`src/rtl/three_key_input_repeat_controller_unit_assert.svh`:
```
// Assertion helpers for the key controller, sampled on clk, disabled in reset.
`ifndef THREE_KEY_INPUT_REPEAT_CONTROLLER_UNIT_ASSERT_SVH
`define THREE_KEY_INPUT_REPEAT_CONTROLLER_UNIT_ASSERT_SVH

// Same-cycle implication.
`define TKIRC_ASSERT_IMPLY(label, ante, cons) \
    label: assert property (@(posedge clk) disable iff (!rst_n) (ante) |-> (cons)) \
        else $error("tkirc assertion failed");

// Next-cycle implication.
`define TKIRC_ASSERT_NEXT(label, ante, cons) \
    label: assert property (@(posedge clk) disable iff (!rst_n) (ante) |=> (cons)) \
        else $error("tkirc assertion failed");

`endif

```
`src/rtl/tkirc_pkg.sv`:
```
package tkirc_pkg;

    localparam int CFG_WIDTH           = 16;
    localparam int CFG_INDEX_WIDTH     = 8;
    localparam int DIFF_WIDTH          = 16;
    localparam int DEFAULT_COUNT_WIDTH = 16;
    localparam int DEFAULT_TIMER_WIDTH = 16;

    localparam logic [CFG_INDEX_WIDTH-1:0] CFG_DEBOUNCE     = 8'd0;
    localparam logic [CFG_INDEX_WIDTH-1:0] CFG_REPEAT_START = 8'd1;
    localparam logic [CFG_INDEX_WIDTH-1:0] CFG_REPEAT_MIN   = 8'd2;
    localparam logic [CFG_INDEX_WIDTH-1:0] CFG_LONG_PRESS   = 8'd3;

    localparam logic [CFG_WIDTH-1:0] DEBOUNCE_RESET     = 16'd50;
    localparam logic [CFG_WIDTH-1:0] REPEAT_START_RESET = 16'd300;
    localparam logic [CFG_WIDTH-1:0] REPEAT_MIN_RESET   = 16'd20;
    localparam logic [CFG_WIDTH-1:0] LONG_PRESS_RESET   = 16'd5000;

    localparam int KEY_LEFT  = 0;
    localparam int KEY_RIGHT = 1;
    localparam int KEY_OK    = 2;

    typedef enum logic [1:0] {
        MODE_IDLE,
        MODE_REPEAT,
        MODE_LONG
    } mode_t;

    typedef enum logic [1:0] {
        DIR_STOP,
        DIR_UP,
        DIR_DOWN
    } dir_t;

endpackage

```
`src/rtl/tkirc_shrink.sv`:
```
module tkirc_shrink #(
    parameter int TIMER_WIDTH = tkirc_pkg::DEFAULT_TIMER_WIDTH
) (
    input  logic [TIMER_WIDTH-1:0] period,
    output logic [TIMER_WIDTH-1:0] shrunk
);

    localparam int SHIFT = TIMER_WIDTH + 3;
    localparam logic [TIMER_WIDTH-1:0] RECIP =
        TIMER_WIDTH'(((64'd1 << SHIFT) + 64'd9) / 64'd10);

    logic [2*TIMER_WIDTH-1:0] product;
    logic [TIMER_WIDTH-1:0]   quot;
    logic [3:0]               rem;

    // floor(9p/10) = 9q + floor(9r/10), with q = p/10 and r = p%10
    assign product = (2*TIMER_WIDTH)'(period) * (2*TIMER_WIDTH)'(RECIP);
    assign quot    = TIMER_WIDTH'(product >> SHIFT);
    assign rem     = 4'(period - ((quot << 3) + (quot << 1)));
    assign shrunk  = (quot << 3) + quot
                   + ((rem == 4'd0) ? '0 : TIMER_WIDTH'(rem - 4'd1));

endmodule

```
`src/rtl/three_key_input_repeat_controller_unit.sv`:
```
// Channel        Dir  Fields (lowest bit first)
// s_axis         in   tdata: left_level, right_level, ok_level, read_req
// m_axis         out  tdata: read_valid, step_diff[15:0], key_pressed, shutdown_request
// cfg            in   cfg_we, cfg_index, cfg_data (one register per write)
//
// One tick request is taken per clock while the output is not stalled; its result
// leaves through a single output register in the next cycle. The tick update is
// combinational, built from the 9/10 interval shrink (one multiplier) and the
// lockout and timer counters. Reset restores the register defaults and clears all
// timers and the counter. A stalled output holds its result; a new request is
// taken in the cycle the held result is taken.
`include "three_key_input_repeat_controller_unit_assert.svh"

module three_key_input_repeat_controller_unit #(
    parameter int COUNT_WIDTH = tkirc_pkg::DEFAULT_COUNT_WIDTH,
    parameter int TIMER_WIDTH = tkirc_pkg::DEFAULT_TIMER_WIDTH
) (
    input  logic                                 clk,
    input  logic                                 rst_n,
    input  logic                                 s_axis_tvalid,
    output logic                                 s_axis_tready,
    input  logic [7:0]                           s_axis_tdata,  // left, right, ok, read
    output logic                                 m_axis_tvalid,
    input  logic                                 m_axis_tready,
    output logic [23:0]                          m_axis_tdata,  // valid, diff, pressed, shutdown
    input  logic                                 cfg_we,
    input  logic [tkirc_pkg::CFG_INDEX_WIDTH-1:0] cfg_index,
    input  logic [tkirc_pkg::CFG_WIDTH-1:0]      cfg_data
);

    localparam int DW = tkirc_pkg::DIFF_WIDTH;
    localparam int KL = tkirc_pkg::KEY_LEFT;
    localparam int KR = tkirc_pkg::KEY_RIGHT;
    localparam int KO = tkirc_pkg::KEY_OK;

    logic [tkirc_pkg::CFG_WIDTH-1:0] debounce_reg;
    logic [tkirc_pkg::CFG_WIDTH-1:0] repeat_start_reg;
    logic [tkirc_pkg::CFG_WIDTH-1:0] repeat_min_reg;
    logic [tkirc_pkg::CFG_WIDTH-1:0] long_press_reg;

    logic [2:0]             levels_reg, levels_next;
    logic [2:0]             enables_reg, enables_next;
    logic [TIMER_WIDTH-1:0] lock_reg [3];
    logic [TIMER_WIDTH-1:0] lock_next [3];
    logic [TIMER_WIDTH-1:0] timer_reg, timer_next;
    tkirc_pkg::mode_t       mode_reg, mode_next;
    logic [TIMER_WIDTH-1:0] period_reg, period_next;
    tkirc_pkg::dir_t        dir_reg, dir_next;
    logic [COUNT_WIDTH-1:0] count_reg, count_next;
    logic                   held_reg, held_next;

    logic                   out_valid_reg;
    logic [23:0]            out_data_reg, out_data_next;

    logic                   accept;
    logic [TIMER_WIDTH-1:0] shrunk;
    logic [TIMER_WIDTH-1:0] deb_load, start_load, min_load, long_load;

    function automatic logic [TIMER_WIDTH-1:0] load_ticks(
        input logic [tkirc_pkg::CFG_WIDTH-1:0] v
    );
        logic [TIMER_WIDTH-1:0] t;
        t = TIMER_WIDTH'(v);
        return (t == '0) ? TIMER_WIDTH'(1) : t;
    endfunction

    assign deb_load   = load_ticks(debounce_reg);
    assign start_load = load_ticks(repeat_start_reg);
    assign min_load   = load_ticks(repeat_min_reg);
    assign long_load  = load_ticks(long_press_reg);

    assign s_axis_tready = !out_valid_reg || m_axis_tready;
    assign accept        = s_axis_tvalid && s_axis_tready;
    assign m_axis_tvalid = out_valid_reg;
    assign m_axis_tdata  = out_data_reg;

    tkirc_shrink #(
        .TIMER_WIDTH(TIMER_WIDTH)
    ) u_shrink (
        .period(period_reg),
        .shrunk(shrunk)
    );

    always_comb
    begin
        logic           left, right, ok, rd;
        logic           shutdown, pressed;
        logic [DW-1:0]  diff;

        left  = s_axis_tdata[0];
        right = s_axis_tdata[1];
        ok    = s_axis_tdata[2];
        rd    = s_axis_tdata[3];

        levels_next  = levels_reg;
        enables_next = enables_reg;
        lock_next    = lock_reg;
        timer_next   = timer_reg;
        mode_next    = mode_reg;
        period_next  = period_reg;
        dir_next     = dir_reg;
        count_next   = count_reg;
        held_next    = held_reg;
        shutdown     = 1'b0;
        pressed      = 1'b0;
        diff         = '0;

        // lockouts
        for (int i = 0; i < 3; i++)
        begin
            if (lock_next[i] != '0)
            begin
                lock_next[i] = lock_next[i] - TIMER_WIDTH'(1);
                if (lock_next[i] == '0)
                    enables_next[i] = 1'b1;
            end
        end

        // action timer
        if (mode_next != tkirc_pkg::MODE_IDLE)
        begin
            if (timer_next != '0)
                timer_next = timer_next - TIMER_WIDTH'(1);
            if (timer_next == '0)
            begin
                if (mode_next == tkirc_pkg::MODE_REPEAT)
                begin
                    if (dir_next == tkirc_pkg::DIR_UP)
                        count_next = count_next + COUNT_WIDTH'(1);
                    else if (dir_next == tkirc_pkg::DIR_DOWN)
                        count_next = count_next - COUNT_WIDTH'(1);
                    else
                        count_next = '0;
                    period_next = (shrunk < min_load) ? min_load : shrunk;
                    timer_next  = period_next;
                end
                else
                begin
                    shutdown  = 1'b1;
                    mode_next = tkirc_pkg::MODE_IDLE;
                end
            end
        end

        // left key
        if (enables_next[KL])
        begin
            if (left && !levels_next[KL])
            begin
                enables_next[KR] = 1'b0;
                enables_next[KO] = 1'b0;
                count_next       = count_next - COUNT_WIDTH'(1);
                dir_next         = tkirc_pkg::DIR_DOWN;
                period_next      = start_load;
                timer_next       = start_load;
                mode_next        = tkirc_pkg::MODE_REPEAT;
                levels_next[KL]  = 1'b1;
            end
            else if (!left && levels_next[KL])
            begin
                levels_next[KL]  = 1'b0;
                dir_next         = tkirc_pkg::DIR_STOP;
                mode_next        = tkirc_pkg::MODE_IDLE;
                timer_next       = '0;
                enables_next[KL] = 1'b0;
                lock_next[KL]    = deb_load;
                if (lock_next[KO] == '0)
                    enables_next[KO] = 1'b1;
                if (lock_next[KR] == '0)
                    enables_next[KR] = 1'b1;
            end
        end

        // right key
        if (enables_next[KR])
        begin
            if (right && !levels_next[KR])
            begin
                enables_next[KL] = 1'b0;
                enables_next[KO] = 1'b0;
                count_next       = count_next + COUNT_WIDTH'(1);
                dir_next         = tkirc_pkg::DIR_UP;
                period_next      = start_load;
                timer_next       = start_load;
                mode_next        = tkirc_pkg::MODE_REPEAT;
                levels_next[KR]  = 1'b1;
            end
            else if (!right && levels_next[KR])
            begin
                levels_next[KR]  = 1'b0;
                dir_next         = tkirc_pkg::DIR_STOP;
                mode_next        = tkirc_pkg::MODE_IDLE;
                timer_next       = '0;
                enables_next[KR] = 1'b0;
                lock_next[KR]    = deb_load;
                if (lock_next[KO] == '0)
                    enables_next[KO] = 1'b1;
                if (lock_next[KL] == '0)
                    enables_next[KL] = 1'b1;
            end
        end

        // ok key, active low
        if (enables_next[KO])
        begin
            if (!ok && levels_next[KO])
            begin
                enables_next[KL] = 1'b0;
                enables_next[KR] = 1'b0;
                held_next        = 1'b1;
                timer_next       = long_load;
                mode_next        = tkirc_pkg::MODE_LONG;
                levels_next[KO]  = 1'b0;
            end
            else if (ok && !levels_next[KO])
            begin
                levels_next[KO]  = 1'b1;
                held_next        = 1'b0;
                mode_next        = tkirc_pkg::MODE_IDLE;
                timer_next       = '0;
                enables_next[KO] = 1'b0;
                lock_next[KO]    = deb_load;
                if (lock_next[KR] == '0)
                    enables_next[KR] = 1'b1;
                if (lock_next[KL] == '0)
                    enables_next[KL] = 1'b1;
            end
        end

        // read and clear
        if (rd)
        begin
            if (count_next != '0)
            begin
                diff       = DW'(count_next);
                count_next = '0;
            end
            else
                pressed = held_next;
        end

        out_data_next = {5'd0, shutdown, pressed, diff, rd};
    end

    always_ff @(posedge clk or negedge rst_n)
    begin
        if (!rst_n)
        begin
            debounce_reg     <= tkirc_pkg::DEBOUNCE_RESET;
            repeat_start_reg <= tkirc_pkg::REPEAT_START_RESET;
            repeat_min_reg   <= tkirc_pkg::REPEAT_MIN_RESET;
            long_press_reg   <= tkirc_pkg::LONG_PRESS_RESET;
        end
        else if (cfg_we)
        begin
            case (cfg_index)
                tkirc_pkg::CFG_DEBOUNCE:     debounce_reg     <= cfg_data;
                tkirc_pkg::CFG_REPEAT_START: repeat_start_reg <= cfg_data;
                tkirc_pkg::CFG_REPEAT_MIN:   repeat_min_reg   <= cfg_data;
                tkirc_pkg::CFG_LONG_PRESS:   long_press_reg   <= cfg_data;
                default: ;
            endcase
        end
    end

    always_ff @(posedge clk or negedge rst_n)
    begin
        if (!rst_n)
        begin
            levels_reg    <= 3'b100;
            enables_reg   <= 3'b111;
            for (int i = 0; i < 3; i++)
                lock_reg[i] <= '0;
            timer_reg     <= '0;
            mode_reg      <= tkirc_pkg::MODE_IDLE;
            period_reg    <= '0;
            dir_reg       <= tkirc_pkg::DIR_STOP;
            count_reg     <= '0;
            held_reg      <= 1'b0;
            out_valid_reg <= 1'b0;
        end
        else
        begin
            if (accept)
            begin
                levels_reg    <= levels_next;
                enables_reg   <= enables_next;
                lock_reg      <= lock_next;
                timer_reg     <= timer_next;
                mode_reg      <= mode_next;
                period_reg    <= period_next;
                dir_reg       <= dir_next;
                count_reg     <= count_next;
                held_reg      <= held_next;
                out_valid_reg <= 1'b1;
            end
            else if (m_axis_tready)
                out_valid_reg <= 1'b0;
        end
    end

    always_ff @(posedge clk)
    begin
        if (accept)
            out_data_reg <= out_data_next;
    end

    `TKIRC_ASSERT_IMPLY(a_timer_runs_with_mode, 1'b1,
        (mode_reg == tkirc_pkg::MODE_IDLE) == (timer_reg == '0))
    `TKIRC_ASSERT_IMPLY(a_repeat_period_nonzero,
        mode_reg == tkirc_pkg::MODE_REPEAT, period_reg != '0)
    `TKIRC_ASSERT_NEXT(a_long_press_expiry,
        accept && mode_reg == tkirc_pkg::MODE_LONG && timer_reg == TIMER_WIDTH'(1),
        m_axis_tvalid && m_axis_tdata[18])
    `TKIRC_ASSERT_NEXT(a_read_clears_count,
        accept && s_axis_tdata[3], count_reg == '0)

endmodule
```
`config.mk`:
```
export PLATFORM = sky130hd
export DESIGN_NAME = three_key_input_repeat_controller_unit
export DESIGN_NICKNAME = d
export VERILOG_FILES = /design/src/rtl/tkirc_pkg.sv /design/src/rtl/tkirc_shrink.sv /design/src/rtl/three_key_input_repeat_controller_unit.sv
export VERILOG_INCLUDE_DIRS = /design/src /design/src/rtl
export SDC_FILE = /design/constraint.sdc
export NUM_CORES = 1
export LEC_CHECK = 0
export CAP_MARGIN = 10
export CORE_ASPECT_RATIO = 1.1
export CORE_MARGIN = 2
export CORE_UTILIZATION = 55
export CTS_BUF_LIST = sky130_fd_sc_hd__clkbuf_16
export CTS_CLUSTER_SIZE = 8
export DETAILED_ROUTE_END_ITERATION = 12
export DONT_BUFFER_PORTS = 1
export PLACE_DENSITY = 0.84
export SLEW_MARGIN = 20
export SYNTH_ARGS = -nofsm -noshare
export SYNTH_HDL_FRONTEND = slang
export SYNTH_SLANG_ARGS = --single-unit
```
`constraint.sdc`:
```
create_clock -name clk -period 11.05 [get_ports clk]
set_clock_uncertainty 0.2 [all_clocks]
set_input_delay 1.6575 -clock clk [delete_from_list [all_inputs] [get_ports clk]]
set_output_delay 1.6575 -clock clk [all_outputs]
set_load 0.03 [all_outputs]
```
==> results.sh, run 1 <==
export IMPL_initial_utilization_pct=55.8
export IMPL_pin_count=63
export IMPL_period_share_pct=99.2
export IMPL_grt_use_met2_pct=53.1
export IMPL_fin_nets=2510
export IMPL_cts_inserted_buffers=17
export IMPL_met3_usage_pct=4.90
export IMPL_critPathMaxFanout=9
export IMPL_worstMarginPinSlew_ns=1.05
export IMPL_cts_tree="done"
export IMPL_cp_num_cells=50
export IMPL_grt_setup_unrepaired="yes"
export IMPL_gp_congestion=1.01
export IMPL_synth_top_cell_area_share_pct=20.2
export IMPL_drt_wirelength_per_cell_um=21.1
export IMPL_wl_um=56000
export IMPL_arrival_ns=11.10
export IMPL_cts_htree_levels=4
export IMPL_cts_sinks=191
export IMPL_num_rows=71
export IMPL_largest_register_ffs=48
export IMPL_ys_top_cells_by_area="dfrtp_1, ha_1, fa_1, mux2_2, inv_1"
export IMPL_cp_end_kind="flip-flop"
export IMPL_fin_crit_ns=10.96
export IMPL_syn_avg_cell_area_sq_um=8.87
export IMPL_synth_largest_area_cell="dfrtp_1"
export IMPL_drv_slew=0
export IMPL_root_buffer="clkbuf_16"
export IMPL_drt_pass1_iterations=7
export IMPL_cap_violations=0
export IMPL_ant_nets=0
export IMPL_grt_max_degree=173
export IMPL_met1_usage_pct=40.3
export IMPL_cp_buffers_inverters=4
export IMPL_yosysMostFrequentCell="inv_1"
export IMPL_place_hpwl_um=41700
export IMPL_final_core_util_pct=62.0
export IMPL_drcViolationCount=0
export IMPL_hold_viol=0
export IMPL_syn2layout_area_growth_pct=11.1
export IMPL_antenna_found_initial=1
export IMPL_synth_seq_cells=191
export IMPL_grt_pass1_wl_um=90600
export IMPL_grt_busiest_layer="met2"
export IMPL_grt_pass1_vias=17100
export IMPL_crit_path_top_delay_cell="fa_1"
export IMPL_drt_iter0_markers=1364
export IMPL_die_h_um=199
export IMPL_yosys_most_used_dff="dfrtp_1"
export IMPL_die_area_sq_um=36200
export IMPL_preCtsSetupSlack_ns=-0.659
export IMPL_ys_seq_area_share_pct=25.7
export IMPL_drive_above_1_share_pct=15.5
export IMPL_min_path_type="flip-flop to flip-flop"
export IMPL_io_buffers=0
export IMPL_dieWidth_um=182
export IMPL_synthTopCellsByCount="inv_1, ha_1, dfrtp_1"
export IMPL_clockBufferDepth=2
export IMPL_clock_fmax_ghz=0.0913
export IMPL_synthCells=2153
export IMPL_maxSlewHeadroom_pct=29.5
export IMPL_synth_area_sq_um=19100
export IMPL_fillers=2688
export IMPL_fin_ws_ns=0.0925
export IMPL_hold_path_depth=2
export IMPL_worstSetupStartpointType="flip-flop"
export IMPL_r2r_cells=50
export IMPL_synth_edf_count=19
export IMPL_num_vias=17100
export IMPL_ys_types=100
export IMPL_path_clk_slew_ns=0.08
export IMPL_grt_overflow_total=0
export IMPL_track_usage_pct=31.2
export IMPL_synth_async_sr_flop_share_pct=90.1
export IMPL_run_status="finished, final reports clean"
export IMPL_slowest_delay_ns=0.54
export IMPL_viasPerCell=6.47
export IMPL_path_class="flip-flop to flip-flop"
export IMPL_path_delay_family="adder cells"
export IMPL_core_area_sq_um=34200
export IMPL_yosys_warnings=0
export IMPL_setup_viol=0
export IMPL_ctsHoldBuffers=0
export IMPL_cp_required_ns=11.19
export IMPL_clock_latency_ns=0.46
==> path summary, 6_finish.rpt <==
path | startpoint | to | slack (ns)
max | period_reg[1]$_DFFE_PN0P_ | timer_reg[7]$_DFFE_PN0P_ | 0.09
min reg2reg | enables_reg[2]$_DFFE_PN1P_ | enables_reg[2]$_DFFE_PN1P_ | 0.30
min | enables_reg[2]$_DFFE_PN1P_ | enables_reg[2]$_DFFE_PN1P_ | 0.30
max reg2reg | period_reg[1]$_DFFE_PN0P_ | timer_reg[7]$_DFFE_PN0P_ | 0.09
min in group asynchronous | rst_n | lock_reg[5]$_DFFE_PN0P_ | 0.68
max in group asynchronous | rst_n | period_reg[1]$_DFFE_PN0P_ | 9.55
==> what timing repair did <==
action | 4_1_cts | 5_1_grt
resized for setup | 23 | 60
setup endpoints to repair | 32 | 32
pin swaps | 28 | 48
setup buffers | 18 | 4
==> cell families after synthesis <==
| family | Yosys count | share of synthesized area [%] |
|---|---|---|
| other cells | 2 | 0.0393 |
| flops | 191 | 25.7 |
| xor+xnor | 96 | 4.40 |
| fa+ha+maj | 276 | 21.7 |
| mux | 95 | 5.45 |
| compound gates | 521 | 18.2 |
| simple gates | 655 | 18.1 |
| buf+inv | 317 | 6.49 |
==> routing by layer <==
| metal | vias to the layer above | share of wire, % | wire length, um |
|---|---|---|---|
| met2 | 789 | 48 | 26900 |
| met3 | 168 | 7.2 | 4060 |
| met5 | - | 0 | 0 |
| met4 | 0 | 3.8 | 2140 |
| li1 | 7841 | - | - |
| met1 | 8337 | 41 | 22800 |
==> stage by stage <==
step / instances / setup TNS, ns / hold slack [ns] / instance area [sq um]
3_5_place_dp: 2594 / -13.07 / 0.274 / 20000
6_report: 2649 / 0 / 0.297 / 21200
4_1_cts: 2644 / 0 / 0.287 / 20900
5_1_grt: 2648 / -5.53 / 0.325 / 21200
3_3_place_gp: 2594 / -2.25 / 0.267 / 20000
2_1_floorplan: 2167 / 0 / 0.251 / 19200
==> cells in the final DEF (no fill, tap or decap), types with 18 or more instances in the layout <==
cell type	Yosys	final
buf_4	5	121
nand4_1	21	21
inv_1	203	201
a31oi_1	24	24
o22ai_1	26	25
a21o_1	19	19
xor2_1	40	38
or3_1	23	23
nor3_1	85	84
mux2_2	72	71
and2_1	23	22
nor4_1	47	46
o21ai_0	134	120
mux2i_1	23	20
and3_1	21	20
o21ai_1	13	23
nand2_1	150	147
xnor2_1	56	52
dfstp_2	18	18
edfxtp_1	19	19
fa_1	91	90
o31ai_1	19	19
nor2_1	131	128
nand3_1	40	39
ha_1	185	179
a21oi_1	100	93
dfrtp_1	154	153
==> cell type report <==
type / count / area, sq um / share of cell area, %
multi-input combinational: 1659 / 13400 / 63.1
sequential: 191 / 4900 / 23.1
timing repair buffer: 124 / 942 / 4.44
inverter: 204 / 766 / 3.61
tap: 438 / 548 / 2.58
clock buffer: 17 / 425 / 2.01
clock inverter: 15 / 243 / 1.14
antenna: 1 / 2.50 / 0.0118
==> tightest hold or removal path, cell delays in order, from the launching register on <==
cell and delay, ns:
dfstp_2 0.38, nand2_1 0.05, o21ai_0 0.07
Power of run 1 is not shown: default switching activity piles up to over one toggle a cycle in this logic, so the estimate is an artifact.
==> run 2, diff against run 1 <==
PLACE_DENSITY = 0.8   (was 0.84)
==> results.sh, run 2 (synthesis gave the netlist of run 1 again) <==
export IMPL_grt_overflow_total=0
export IMPL_layout_common_cells="inv_1, ha_1, dfrtp_1"
export IMPL_fillers=2729
export IMPL_ctsHoldBuffers=0
export IMPL_hold_viol=0
export IMPL_die_area_sq_um=36200
export IMPL_setup_viol=4
export IMPL_grt_setup_unrepaired="yes"
export IMPL_arrival_ns=11.26
export IMPL_num_vias=17100
export IMPL_viasPerCell=6.49
export IMPL_min_path_type="flip-flop to flip-flop"
export IMPL_worstSetupStartpointType="flip-flop"
export IMPL_die_h_um=199
export IMPL_io_buffers=0
export IMPL_cts_sinks=191
export IMPL_n_antenna_cell=0
export IMPL_drive_above_1_share_pct=16.2
export IMPL_drt_pass1_iterations=7
export IMPL_core_area_sq_um=34200
export IMPL_largest_register_ffs=48
export IMPL_place_hpwl_um=41500
export IMPL_crit_path_top_delay_cell="fa_1"
export IMPL_layout_commonest_cell="inv_1"
export IMPL_path_class="flip-flop to flip-flop"
export IMPL_grt_pass1_wl_um=89100
export IMPL_track_usage_pct=31.0
export IMPL_cap_violations=0
export IMPL_cp_end_kind="flip-flop"
export IMPL_cts_htree_levels=4
export IMPL_root_buffer="clkbuf_16"
export IMPL_clock_fmax_ghz=0.0901
export IMPL_seq_area_sq_um=4900
export IMPL_clock_latency_ns=0.46
export IMPL_path_clk_slew_ns=0.09
export IMPL_syn2layout_area_growth_pct=11.3
export IMPL_violations="setup timing"
export IMPL_fin_nets=2503
export IMPL_num_rows=71
export IMPL_dieWidth_um=182
export IMPL_ant_nets=0
export IMPL_clockBufferDepth=2
export IMPL_drt_iter0_markers=1437
export IMPL_fin_crit_ns=11.10
export IMPL_cp_required_ns=11.20
export IMPL_tns_ns=-0.141
export IMPL_grt_max_degree=173
export IMPL_cts_tree="done"
export IMPL_initial_utilization_pct=55.8
export IMPL_pin_count=63
export IMPL_gp_congestion=0.986
export IMPL_drcViolationCount=0
export IMPL_drv_slew=0
export IMPL_period_share_pct=100
export IMPL_multi_input_area_sq_um=13500
export IMPL_cts_inserted_buffers=17
export IMPL_drt_wirelength_per_cell_um=21.1
export IMPL_run_status="complete, but fails checks"
export IMPL_worstMarginPinSlew_ns=1.05
export IMPL_fin_ws_ns=-0.0544
export IMPL_slowest_delay_ns=0.54
export IMPL_maxSlewHeadroom_pct=27.9
export IMPL_wl_um=55700
export IMPL_antenna_found_initial=0
export IMPL_critPathMaxFanout=6
export IMPL_grt_pass1_vias=16800
==> run 2: cell count changes in the layout (fill, tap and decap cells not counted), sizes merged <==
cell,delta
inv,-1
clkinv,+2
bufinv,-1
buf,-7
diode,-1
==> run 2: through the flow <==
stage / std cells / cell area [sq um] / util (%) / hold slack, ns / setup WS, ns
6_report: 2641 / 21300 / 62.1 / 0.287 / -0.0544
5_1_grt: 2641 / 21300 / 62.1 / 0.318 / -0.496
4_1_cts: 2631 / 20800 / 60.7 / 0.293 / 0.0122
3_5_place_dp: 2592 / 20000 / 58.5 / 0.285 / -0.565
3_3_place_gp: 2592 / 20000 / 58.5 / 0.270 / -0.341
2_1_floorplan: 2167 / 19200 / - / 0.251 / 0.0670
==> run 2: cell type report <==
cell class	instances	area share [%]
timing repair buffer	117	4.39
tap	438	2.58
inverter	204	3.61
clock inverter	15	0.942
sequential	191	23.1
clock buffer	17	2.00
multi-input combinational	1659	63.4
==> run 2: worst paths after layout <==
check | from | endpoint | depth (start not counted) | slack (ns)
hold / removal | enables_reg[1]$_DFFE_PN1P_ | enables_reg[1]$_DFFE_PN1P_ | 2 | 0.29
max in group asynchronous | rst_n | repeat_min_reg[4]$_DFFE_PN1P_ | 0 | 9.57
setup reg to reg | period_reg[1]$_DFFE_PN0P_ | timer_reg[7]$_DFFE_PN0P_ | 49 | -0.05
setup / recovery | period_reg[1]$_DFFE_PN0P_ | timer_reg[7]$_DFFE_PN0P_ | 49 | -0.05
min in group asynchronous | rst_n | lock_reg[25]$_DFFE_PN0P_ | 0 | 0.68
hold reg to reg | enables_reg[1]$_DFFE_PN1P_ | enables_reg[1]$_DFFE_PN1P_ | 2 | 0.29
==> run 2: routing by layer <==
layer  up-vias  wire length [um]  track usage, %
li1       7848                 -               -
met1      8313             22800            40.3
met2       811             26300            51.6
met3       172              3850            3.66
met4         0              2780            15.7
met5         -                 0               0
==> run 2: repair_timing <==
item	CTS	global route
pin swaps	19	56
endpoints found under the hold margin	0	0
setup buffers	7	12
setup endpoints to repair	32	32
gates resized for setup	21	96
==> run 2: worst max-delay path, delay by kind of cell (launching register included) <==
family / cells / cell delay (ns)
muxes: 1 / 0.26
adders and majority gates: 11 / 4.19
xor gates and xnor gates: 5 / 0.72
DFF: 1 / 0.48
buffers and inverters: 8 / 0.95
AOI/OAI and AO/OA: 17 / 3.58
and+or+nand+nor: 7 / 0.59
Power of run 2 is left out for the same reason.
